===== src/rtl/twiw_sqrt.sv =====
// Pipelined integer square root, one root bit per stage, with sideband.
// Depends on nothing outside this file.
`default_nettype none

module twiw_sqrt #(
  parameter int unsigned RW     = 26,
  parameter int unsigned SIDE_W = 61
) (
  input  wire logic              clk,
  input  wire logic              rst,
  input  wire logic              en,
  input  wire logic              in_valid,
  input  wire logic [SIDE_W-1:0] in_side,
  input  wire logic [2*RW-1:0]   radicand,
  output      logic              out_valid,
  output      logic [SIDE_W-1:0] out_side,
  output      logic [RW-1:0]     root
);

  localparam int unsigned VW  = 2 * RW;
  localparam int unsigned RMW = RW + 2;

  logic [RW-1:0]     vld;
  logic [RMW-1:0]    rem  [RW];
  logic [RW-1:0]     rt   [RW];
  logic [VW-1:0]     v    [RW];
  logic [SIDE_W-1:0] side [RW];

  // Bring down two radicand bits, try root*4+1, keep the result bit
  function automatic logic [RMW+RW+VW-1:0] sqrt_step(input logic [RMW-1:0] r,
                                                     input logic [RW-1:0] q,
                                                     input logic [VW-1:0] x);
    logic [RMW+1:0] cand;
    logic [RMW+1:0] trial;
    logic           ge;
    cand  = {r, x[VW-1 -: 2]};
    trial = (RMW+2)'({q, 2'b01});
    ge    = (cand >= trial);
    return {(ge ? RMW'(cand - trial) : RMW'(cand)), q[RW-2:0], ge, x[VW-3:0], 2'b00};
  endfunction

  always_ff @(posedge clk) begin
    if (rst) begin
      vld <= '0;
    end else if (en) begin
      vld <= {vld[RW-2:0], in_valid};
    end
  end

  always_ff @(posedge clk) begin
    if (en) begin
      {rem[0], rt[0], v[0]} <= sqrt_step('0, '0, radicand);
      side[0] <= in_side;
      for (int i = 1; i < RW; i++) begin
        {rem[i], rt[i], v[i]} <= sqrt_step(rem[i-1], rt[i-1], v[i-1]);
        side[i] <= side[i-1];
      end
    end
  end

  assign out_valid = vld[RW-1];
  assign out_side  = side[RW-1];
  assign root      = rt[RW-1];

endmodule

`default_nettype wire


===== config.mk =====
export PLATFORM = sky130hd
export DESIGN_NAME = twiw_sqrt
export DESIGN_NICKNAME = d
export VERILOG_FILES = /design/src/rtl/twiw_sqrt.sv
export SDC_FILE = /design/constraint.sdc
export NUM_CORES = 2
export LEC_CHECK = 0
export ABC_CLOCK_PERIOD_IN_PS = 8380
export BUFFER_PORTS_ARGS = -buffer_cell sky130_fd_sc_hd__buf_2
export CORE_MARGIN = 2
export CORE_UTILIZATION = 35
export CTS_CLUSTER_DIAMETER = 50
export DETAILED_ROUTE_END_ITERATION = 7
export GPL_TIMING_DRIVEN = 0
export PLACE_DENSITY = 0.48
export SLEW_MARGIN = 20
export SYNTH_ARGS = -nofsm -noshare
export SYNTH_HDL_FRONTEND = slang
export SYNTH_SLANG_ARGS = --single-unit

===== constraint.sdc =====
create_clock -name clk -period 8.38 [get_ports clk]
set_input_delay 0.838 -clock clk [delete_from_list [all_inputs] [get_ports clk]]
set_output_delay 0.838 -clock clk [all_outputs]
set_load 0.03 [all_outputs]

==> results_dict.tcl <==
set metrics [dict create \
    worst_setup_path_end_kind "flop" \
    ys_warn_count 0 \
    grtUsageMet3 0.02072 \
    ys_seq_area_frac 0.7749 \
    initialDrtViolationCount 4273 \
    synth_commonest_cells "3249 x edfxtp_1, 476 x inv_1, 442 x nand2_1" \
    dp.final_hpwl_mm 147.6 \
    crit_fanout 148 \
    io_pins 205 \
    netSwitchingFraction 0.2451 \
    holdWs_ns 0.1031 \
    die_area_sq_um 366500 \
    row_count 220 \
    grt_antenna_before_repair 6 \
    pwr-share-clk 0.418 \
    p_leak_nw 54.31 \
    gr-usage-met1 0.1488 \
    port_buffers 203 \
    pwr-share-seq 0.479 \
    cts_tree "done" \
    critPathKind "in -> reg" \
    synth_top_area_share 0.7708 \
    hold_end "v[1326]$_DFFE_PP_" \
    grt_usage 0.1200 \
    postRouteAntennaNets 0 \
    hold_path_class "in -> reg" \
    grt_pass1_vias 64760 \
    finalHoldViolations 0 \
    worst_slew_pin_slew_ns 0.9786 \
    grt_pass1_wl_mm 353.4 \
    grt_overflow 0 \
    htreeDepth 5 \
    drv_cap 0 \
    initial_core_util 0.3521 \
    finalWorstSetupSlack_ns 3.030 \
    yosysMostFrequentCell "edfxtp_1" \
    dr.pass1.iters 6 \
    worstPathRequired_ns 8.96 \
    start_kind "primary input" \
    num_vias 63360 \
    slew_violations 0 \
    yosysUniqueCellTypes 86 \
    wl_per_cell_um 16.41 \
    rsz0062_at_grt "false" \
    layout.nets 8997 \
    post_cts_resized 0 \
    fin_tns_setup_ns 0 \
    holdCritStartpoint "radicand[24]" \
    crit_arrival_ns 5.93 \
    p_per_area_nw_per_um2 287.1 \
    syn2layout_area_growth_pct 18.14 \
    synth_ff_type "edfxtp_1" \
    outcome "finished clean" \
    netlist_area_sq_um 126600 \
    avgViaCountPerCell 4.646 \
    slew_headroom 0.3384 \
    gr-usage-met2 0.2075 \
    syn_nets 8246 \
    clockBufferDepth 4 \
    period_share 0.6385 \
    place_ws_ns 1.945 \
    synthTopCellsByArea "edfxtp_1 77%, ha_1 3.7%, xor2_1 1.9%, xnor2_1 1.8%, a21oi_1 1.5%" \
    root_buffer "clkbuf_16" \
    synthCells 7750 \
    hold_path_depth 1 \
    internal_power_mw 32.42 \
    clk_pin_slew_worst_paths_ns 0.06 \
    clkLatencyLatePin_ns 0.94 \
    routabilityCongestion 0.8762 \
    grt_max_degree 151 \
    fmaxAchievable_mhz 186.9 \
    comb_power_share 0.103 \
    avgSynthCellArea_sq_um 16.33 \
    async_reset_ff_frac 0 \
    die_x_um 605.4 \
    power.switching_mw 10.52 \
    post_cts_buffers 0 \
    synth-seq-cells 3275 \
    core_area_sq_um 359500 \
    finalWirelength_mm 223.8 \
    clock_sinks 3275 \
    drive_gt1_frac 0.1225 \
    reg2reg_slack_ns 3.74 \
    setup_violations 0 \
    ff2ff_path_depth 9 \
    cts_buffers 424 \
    final.setup_skew_ns 0.06957 \
    yosysTopAreaCell "edfxtp_1" \
    die_h_um 605.4 \
    drc 0 \
    post-route-min-period_ns 5.350 \
    busiest_layer "met2" \
    r2r_start "rem[265]$_DFFE_PP_" \
    synth_edf_count 3249 \
    r2r_end "rem[228]$_DFFE_PP_" \
    peakVddDrop_v 0.0001950 \
]
## final cells by class
cell class | instances | area [sq um]
diodes | 2 | 5.005
plain buffers | 203 | 1100
clock buffers | 487 | 10930
clock inverters | 300 | 3343
fillers | 32300 | 210000
inverters | 478 | 1794
multi-input cells | 3794 | 25630
flip-flops and latches | 3275 | 98080
well taps | 4773 | 5972
repair buffers | 325 | 2685
## power groups by stage
stage | clock (mW) | sequential [mW] | combinational (mW)
after floorplan | 0 | 20.6 | 3.06
after global placement | 0 | 22.6 | 4.34
after detailed placement | 0 | 20.9 | 4.41
after CTS | 18.6 | 20.6 | 4.47
after global routing | 19.3 | 20.7 | 5.01
final | 18.0 | 20.5 | 4.43
## worst max path at each step
stage,slack (ns),depth (start not counted),startpoint,endpoint
6_report,3.03,9,en,side[0][905]$_DFFE_PP_
5_1_grt,2.61,9,en,side[1][468]$_DFFE_PP_
4_1_cts,3.02,9,en,side[1][468]$_DFFE_PP_
3_5_place_dp,1.94,9,en,side[1][540]$_DFFE_PP_
3_3_place_gp,-47.67,1,en,side[1][596]$_DFFE_PP_
2_1_floorplan,4.60,11,rem[516]$_DFFE_PP_,rem[489]$_DFFE_PP_
## cell usage in the layout (no fill, tap or decap), types with 53 or more instances in the layout
| cell type | instances |
|---|---|
| or3_1 | 58 |
| buf_4 | 87 |
| xnor2_1 | 261 |
| clkbuf_1 | 160 |
| o21a_1 | 75 |
| nand2b_1 | 78 |
| inv_1 | 476 |
| edfxtp_1 | 3249 |
| a21o_1 | 118 |
| nand2_1 | 442 |
| xor2_1 | 274 |
| clkinv_1 | 69 |
| nand3_1 | 90 |
| nor2b_1 | 53 |
| nor4_1 | 68 |
| clkbuf_16 | 428 |
| a21oi_1 | 382 |
| ha_1 | 379 |
| dlygate4sd3_1 | 96 |
| nor2_1 | 389 |
| buf_2 | 205 |
| nor3_1 | 145 |
| o21ai_0 | 316 |
## critical path, cell delays in order
cell and delay (ns):
buf_12 0.35, buf_16 0.53, buf_16 0.53, buf_16 0.47, buf_16 0.44, buf_16 0.48, buf_16 0.55, buf_16 0.45
buf_16 0.43
## sequential cells by signal, summed over array words and instances, names as in the netlist
name,cells
side,1586
rem,662
v,650
rt,325
root,26
vld,26
## per-layer routing
layer | vias to the layer above | share of wire
li1 | 30810 | -
met4 | 0 | 0.036
met3 | 527 | 0.041
met5 | - | 0
met1 | 30900 | 0.43
met2 | 1129 | 0.49
## what timing repair did
item	in CTS	in global routing
endpoints found under the setup margin	0	0
hold buffers	96	0
hold endpoints to repair	96	0
## cell families (layout without fill, tap and decap cells)
family | Yosys count | in the layout | synth area share
DFF | 3275 | 3275 | 0.7749
and+or+nand+nor | 1601 | 1601 | 0.06265
AOI/OAI and AO/OA | 1200 | 1200 | 0.05851
buffers and inverters | 681 | 1793 | 0.02286
xor gates and xnor gates | 535 | 535 | 0.03702
adders and majority gates | 379 | 379 | 0.03746
muxes | 78 | 78 | 0.006564
other | 1 | 3 | 0.00002963
## per-stage QoR
| stage | power [mW] | cells | util | cell area, sq um |
|---|---|---|---|---|
| 6_report | 42.94 | 13640 | 0.4160 | 149500 |
| 5_1_grt | 44.99 | 13640 | 0.4160 | 149500 |
| 4_1_cts | 43.68 | 13640 | 0.4160 | 149500 |
| 3_5_place_dp | 25.32 | 12750 | 0.3736 | 134300 |
| 3_3_place_gp | 26.91 | 12730 | 0.3715 | 133600 |
| 2_1_floorplan | 23.62 | 7750 | - | 126600 |
(Power assumes the default switching activity.)
