## config.mk

```make
export PLATFORM = sky130hd
export DESIGN_NAME = twiw_cordic
export DESIGN_NICKNAME = d
export VERILOG_FILES = /design/src/rtl/twiw_pkg.sv /design/src/rtl/twiw_cordic.sv
export SDC_FILE = /design/constraint.sdc
export NUM_CORES = 2
export LEC_CHECK = 0
export BUFFER_PORTS_ARGS = -buffer_cell sky130_fd_sc_hd__buf_4
export CORE_MARGIN = 1
export CORE_UTILIZATION = 54
export CTS_CLUSTER_SIZE = 24
export DETAILED_ROUTE_END_ITERATION = 16
export GPL_ROUTABILITY_DRIVEN = 0
export PLACE_DENSITY_LB_ADDON = 0.12
export SYNTH_ARGS = -nofsm -noshare
export SYNTH_HDL_FRONTEND = slang
export SYNTH_SLANG_ARGS = --single-unit
```

## constraint.sdc

```tcl
create_clock -name clk -period 5.66 [get_ports clk]
set_input_delay 0.849 -clock clk [delete_from_list [all_inputs] [get_ports clk]]
set_output_delay 0.849 -clock clk [all_outputs]
set_load 0.01 [all_outputs]
```

## src/rtl/twiw_pkg.sv

```systemverilog
// Shared types and constants for the twirl image warp core.
// No dependencies; the core and twiw_cordic refer to it by scoped names.
`default_nettype none

package twiw_pkg;

  // Configuration register indexes
  localparam int unsigned CFG_IDX_W = 2;
  localparam int unsigned CFG_DATA_W = 16;
  localparam logic [CFG_IDX_W-1:0] CFG_IMAGE_WIDTH  = 2'd0;
  localparam logic [CFG_IDX_W-1:0] CFG_IMAGE_HEIGHT = 2'd1;
  localparam logic [CFG_IDX_W-1:0] CFG_MAX_ANGLE    = 2'd2;

  // Register reset values
  localparam logic [8:0]         RESET_WIDTH  = 9'd256;
  localparam logic [8:0]         RESET_HEIGHT = 9'd256;
  localparam logic signed [15:0] RESET_ANGLE  = 16'sd2560;

  // Frame store size defaults
  localparam int unsigned DEF_MAX_WIDTH  = 256;
  localparam int unsigned DEF_MAX_HEIGHT = 256;

  // Command codes
  localparam logic CMD_WRITE = 1'b0;
  localparam logic CMD_READ  = 1'b1;

  // Angle to phase: round(2^32 / (512*pi)), turns with 32 fraction bits per Q8 radian
  localparam logic [31:0] RAD_Q8_TO_TURN = 32'd2670177;

  // CORDIC sin/cos unit
  localparam int unsigned CORDIC_STEPS = 16;
  localparam int unsigned CX_W = 18;
  localparam logic signed [CX_W-1:0] CORDIC_START = 18'sd39797;
  localparam logic [31:0] CORDIC_ATAN [CORDIC_STEPS] = '{
    32'h20000000, 32'h12E4051E, 32'h09FB385B, 32'h051111D4,
    32'h028B0D43, 32'h0145D7E1, 32'h00A2F61E, 32'h00517C55,
    32'h0028BE53, 32'h00145F2F, 32'h000A2F98, 32'h000517CC,
    32'h00028BE6, 32'h000145F3, 32'h0000A2FA, 32'h0000517D
  };

  typedef struct packed {
    logic       cmd;
    logic [7:0] pos_x;
    logic [7:0] pos_y;
    logic [7:0] in_red;
    logic [7:0] in_green;
    logic [7:0] in_blue;
  } twiw_src_t;

  typedef struct packed {
    logic [7:0] out_red;
    logic [7:0] out_green;
    logic [7:0] out_blue;
  } twiw_res_t;

  // What travels with every word down the pipeline
  typedef struct packed {
    logic        cmd;
    logic [7:0]  px;
    logic [7:0]  py;
    logic [23:0] rgb;
  } twiw_tag_t;

endpackage

`default_nettype wire

```

## src/rtl/twiw_cordic.sv

```systemverilog
// Pipelined CORDIC sine/cosine from a 32-bit phase in turns, with sideband.
// Depends on twiw_pkg (arctangent table, start value, widths).
`default_nettype none

module twiw_cordic #(
  parameter int unsigned SIDE_W = 61
) (
  input  wire logic                                clk,
  input  wire logic                                rst,
  input  wire logic                                en,
  input  wire logic                                in_valid,
  input  wire logic [SIDE_W-1:0]                   in_side,
  input  wire logic [31:0]                         phase,
  output      logic                                out_valid,
  output      logic [SIDE_W-1:0]                   out_side,
  output      logic signed [twiw_pkg::CX_W-1:0]    cos_q16,
  output      logic signed [twiw_pkg::CX_W-1:0]    sin_q16
);

  localparam int unsigned N  = twiw_pkg::CORDIC_STEPS;
  localparam int unsigned XW = twiw_pkg::CX_W;

  typedef enum logic [1:0] {QUAD_I, QUAD_II, QUAD_III, QUAD_IV} quad_t;

  logic [N-1:0]          vld;
  logic signed [XW-1:0]  x    [N];
  logic signed [XW-1:0]  y    [N];
  logic signed [31:0]    z    [N];
  logic [1:0]            quad [N];
  logic [SIDE_W-1:0]     side [N];

  // One micro-rotation toward z = 0 with floor shifts
  function automatic logic [2*XW+31:0] rot_step(input logic signed [XW-1:0] xi,
                                                input logic signed [XW-1:0] yi,
                                                input logic signed [31:0] zi,
                                                input int k);
    logic signed [XW-1:0] xs;
    logic signed [XW-1:0] ys;
    logic signed [31:0]   a;
    xs = xi >>> k;
    ys = yi >>> k;
    a  = signed'(twiw_pkg::CORDIC_ATAN[k[3:0]]);
    if (!zi[31]) begin
      return {xi - ys, yi + xs, zi - a};
    end
    return {xi + ys, yi - xs, zi + a};
  endfunction

  always_ff @(posedge clk) begin
    if (rst) begin
      vld <= '0;
    end else if (en) begin
      vld <= {vld[N-2:0], in_valid};
    end
  end

  always_ff @(posedge clk) begin
    if (en) begin
      {x[0], y[0], z[0]} <= rot_step(twiw_pkg::CORDIC_START, '0,
                                     signed'({2'b00, phase[29:0]}), 0);
      quad[0] <= phase[31:30];
      side[0] <= in_side;
      for (int i = 1; i < N; i++) begin
        {x[i], y[i], z[i]} <= rot_step(x[i-1], y[i-1], z[i-1], i);
        quad[i] <= quad[i-1];
        side[i] <= side[i-1];
      end
    end
  end

  // Fold the quadrant back in
  always_comb begin
    unique case (quad_t'(quad[N-1]))
      QUAD_I: begin
        cos_q16 = x[N-1];
        sin_q16 = y[N-1];
      end
      QUAD_II: begin
        cos_q16 = -y[N-1];
        sin_q16 = x[N-1];
      end
      QUAD_III: begin
        cos_q16 = -x[N-1];
        sin_q16 = -y[N-1];
      end
      QUAD_IV: begin
        cos_q16 = y[N-1];
        sin_q16 = -x[N-1];
      end
      default: begin
        cos_q16 = x[N-1];
        sin_q16 = y[N-1];
      end
    endcase
  end

  assign out_valid = vld[N-1];
  assign out_side  = side[N-1];

endmodule

`default_nettype wire

```

==> metrics.csv <==
stage,metric,value,unit
critical_path,cp_slowest_cell,or4b_2,
timing,fmax,0.211,GHz
critical_path,r2r_cells,12,
critical_path,cpPeakStageDelay,780,ps
critical_path,endpoint_kind,primary output,
synth,ys_async_sr_fraction,0,%
timing,rsz0062_at_grt,no,
global_route,grt_use_total,18.7,%
clock_tree,cts_resized,0,
critical_path,startpoint_type,register,
drt,drt_wl_total,185000,um
global_route,antenna_found_initial,1,
run_status,status,"complete, no violations",
synth,ys_ff_latch,1980,
drt,ant_nets,0,
drt,wl_per_cell,16.3,um
clock_tree,cts_buffers,205,
timing,setup_violations,0,
clock_tree,cts.path.max_buffers,3,
worst_hold_path,hold_path_depth,1,
timing,holdWs,187,ps
drt,viasPerCell,5.56,
synth,ys_types,84,
floorplanning,initial_core_util,54.5,%
timing,report.final.slew_viol_count,0,
clock_tree,clock_latency,840,ps
critical_path,path_cells,nor3_1 -> nand2_1 -> or3_1 -> or4b_2 -> nor3_1 -> nor2_1 -> xnor2_1 -> a21oi_1 -> buf_4,
floorplanning,dieArea,196000,um^2
clock_tree,path_clk_slew,60,ps
critical_path,crit_required,4810,ps
critical_path,crit_top_cell,nor3_1,
finish,syn_to_final_growth,10.7,%
place,placed_area,109000,um^2
worst_hold_path,hold_path_end,z[480],
global_route,grt_pass1_wl,305000,um
timing,final_hold_viol_count,0,
finish,fin_nets,9778,
clock_tree,cts_tree,done,
synth,ys_seq_area_share,56.5,%
run,max_cap_violations,0,
critical_path,crit_fanout,7,
synth,syn_inst,8395,
synth,synth.avg_cell_area,12.5,um^2
floorplanning,die_x,443,um
critical_path,reg2reg_from,z[255],
global_route,grt_pass1_vias,63200,
clock_tree,root_buffer,clkbuf_16,
clock_tree,hold_buffers,0,
synth,synth_area,105000,um^2
critical_path,path_class,reg -> out,
drt,drt_iter0_drc,3600,
worst_hold_path,hp-start,phase[0],
clock_tree,htreeDepth,4,
finish,multi_input_area,43300,um^2
clock_tree,clock-sinks,1980,
timing,fin_worst_skew,36.8,ps
worst_hold_path,hp-class,in -> reg,
synth,synth_edf_count,1964,
synth,yosysWarnings,0,
floorplanning,rows,161,
finish,fill_cells,14900,
finish,seqCellArea,59300,um^2
clock_tree,cts_setup_buffers,0,
drt,drc,0,
timing,fin_crit,4750,ps
finish,design_area,116000,um^2
synth,synth-main-ff-cell,edfxtp_1,
global_route,gr-total-overflow,0,
critical_path,reg2reg_slack,1130,ps
drt,first_pass_iters,7,
floorplanning,coreArea,193000,um^2
critical_path,worstReg2RegEnd,z[221],
synth,synth_nets,9473,
timing,tightest_slew,1130,ps
timing,min_period_over_period,83.9,%
place,port_buffers,194,
timing,slew_headroom,24.5,%
global_route,grt_max_degree,210,
finish,layout-drive-gt1-share,7.41,%
drt,vias,63300,
critical_path,crit_arrival,3900,ps
place,post-dp-hpwl,134000,um
floorplanning,die_h,443,um
floorplanning,pin_count,195,
timing,setup_tns,0,ps
[stage by stage]
stage               util [%]  setup slack [ps]  cells
detailed placement      56.8              1160  11000
CTS                     60.3               856  11400
global route            60.3               635  11400
floorplan                  -              1370   8395
global placement        56.8              1210  11000
finish                  60.3               913  11400
[worst max-delay path by stage]
stage | start | to
floorplan | z[479] | z[445]
detailed placement | z[255] | z[221]
finish | y[2] | cos_q16[17]
global placement | z[255] | z[221]
global route | y[2] | cos_q16[17]
CTS | y[2] | cos_q16[17]
[layer usage]
| layer | vias up | wire length [um] | GRT usage, % |
|---|---|---|---|
| met4 | 0 | 7240 | 7.86 |
| met2 | 1053 | 92900 | 33.6 |
| met5 | - | 0 | 0 |
| li1 | 32100 | - | - |
| met3 | 446 | 5740 | 2.55 |
| met1 | 29800 | 79600 | 22.5 |
[placed cells by master (no fill, tap or decap), types with 75 or more instances in the layout]
master and n:
a211oi_1 75, a21o_1 291, a21oi_1 698, buf_4 240, clkbuf_16 206, edfxtp_1 1964, ha_1 942, inv_1 418
nand2_1 301, nand2b_1 93, nand3_1 131, nor2_1 627, nor2b_1 117, nor3_1 182, o21a_1 105, o21ai_0 397
o21bai_1 112, xnor2_1 665, xor2_1 267
[state kept, by name, indices dropped and copies added, names as in the netlist]
signal	cells
quad	32
side	976
vld	16
x	254
y	256
z	446
[cell type report]
class,instances,share of cell area [%]
Clock inverter,147,1.38
Clock buffer,236,4.53
Sequential cell,1980,51.0
Tap cell,2526,2.72
Inverter,420,1.36
Timing Repair Buffer,251,1.75
Multi-Input combinational cell,5842,37.3
Antenna cell,1,0.00215
[cell usage after synthesis (23+ instances only)]
cell / count / area share (%)
a211oi_1: 75 / 0.54
a21boi_0: 23 / 0.16
a21o_1: 291 / 2.1
a21oi_1: 698 / 3.3
a31o_2: 25 / 0.21
a31oi_1: 55 / 0.33
and2_1: 42 / 0.25
and3_1: 63 / 0.38
buf_4: 62 / 0.44
clkbuf_1: 76 / 0.27
edfxtp_1: 1964 / 56
fa_1: 39 / 0.74
ha_1: 942 / 11
inv_1: 418 / 1.5
mux2_2: 23 / 0.25
mux2i_1: 59 / 0.56
nand2_1: 301 / 1.1
nand2b_1: 93 / 0.55
nand3_1: 131 / 0.62
nand4_1: 42 / 0.25
nor2_1: 627 / 2.2
nor2b_1: 117 / 0.70
nor3_1: 182 / 0.87
o211ai_1: 35 / 0.25
o21a_1: 105 / 0.75
o21ai_0: 397 / 1.9
o21bai_1: 112 / 0.80
o31ai_1: 42 / 0.30
o41ai_1: 27 / 0.23
or2_2: 25 / 0.15
or3_1: 46 / 0.27
xnor2_1: 665 / 5.5
xor2_1: 267 / 2.2
[kinds of logic (layout without fill, tap and decap cells)]
family                     after synthesis  in the layout  synth area share [%]
AOI/OAI and AO/OA                     2095           2095                  12.7
xor gates and xnor gates               932            932                  7.77
adders and majority gates              981            981                  12.0
buffers and inverters                  573           1054                  2.27
DFF                                   1980           1980                  56.5
muxes                                   84             84                 0.852
other                                    0              1                     0
and+or+nand+nor                       1750           1750                  7.96
[critical path: cells and delay by family, from the launching register on]
family / cells / cell delay [ps]
xor gates and xnor gates: 1 / 140
AOI/OAI and AO/OA: 1 / 160
and+or+nand+nor: 6 / 2160
buffers and inverters: 1 / 140
DFF: 1 / 480
Power is left out: the tool's default activity adds up to more than one toggle a clock period on the data nets, which glitch-free logic cannot reach.
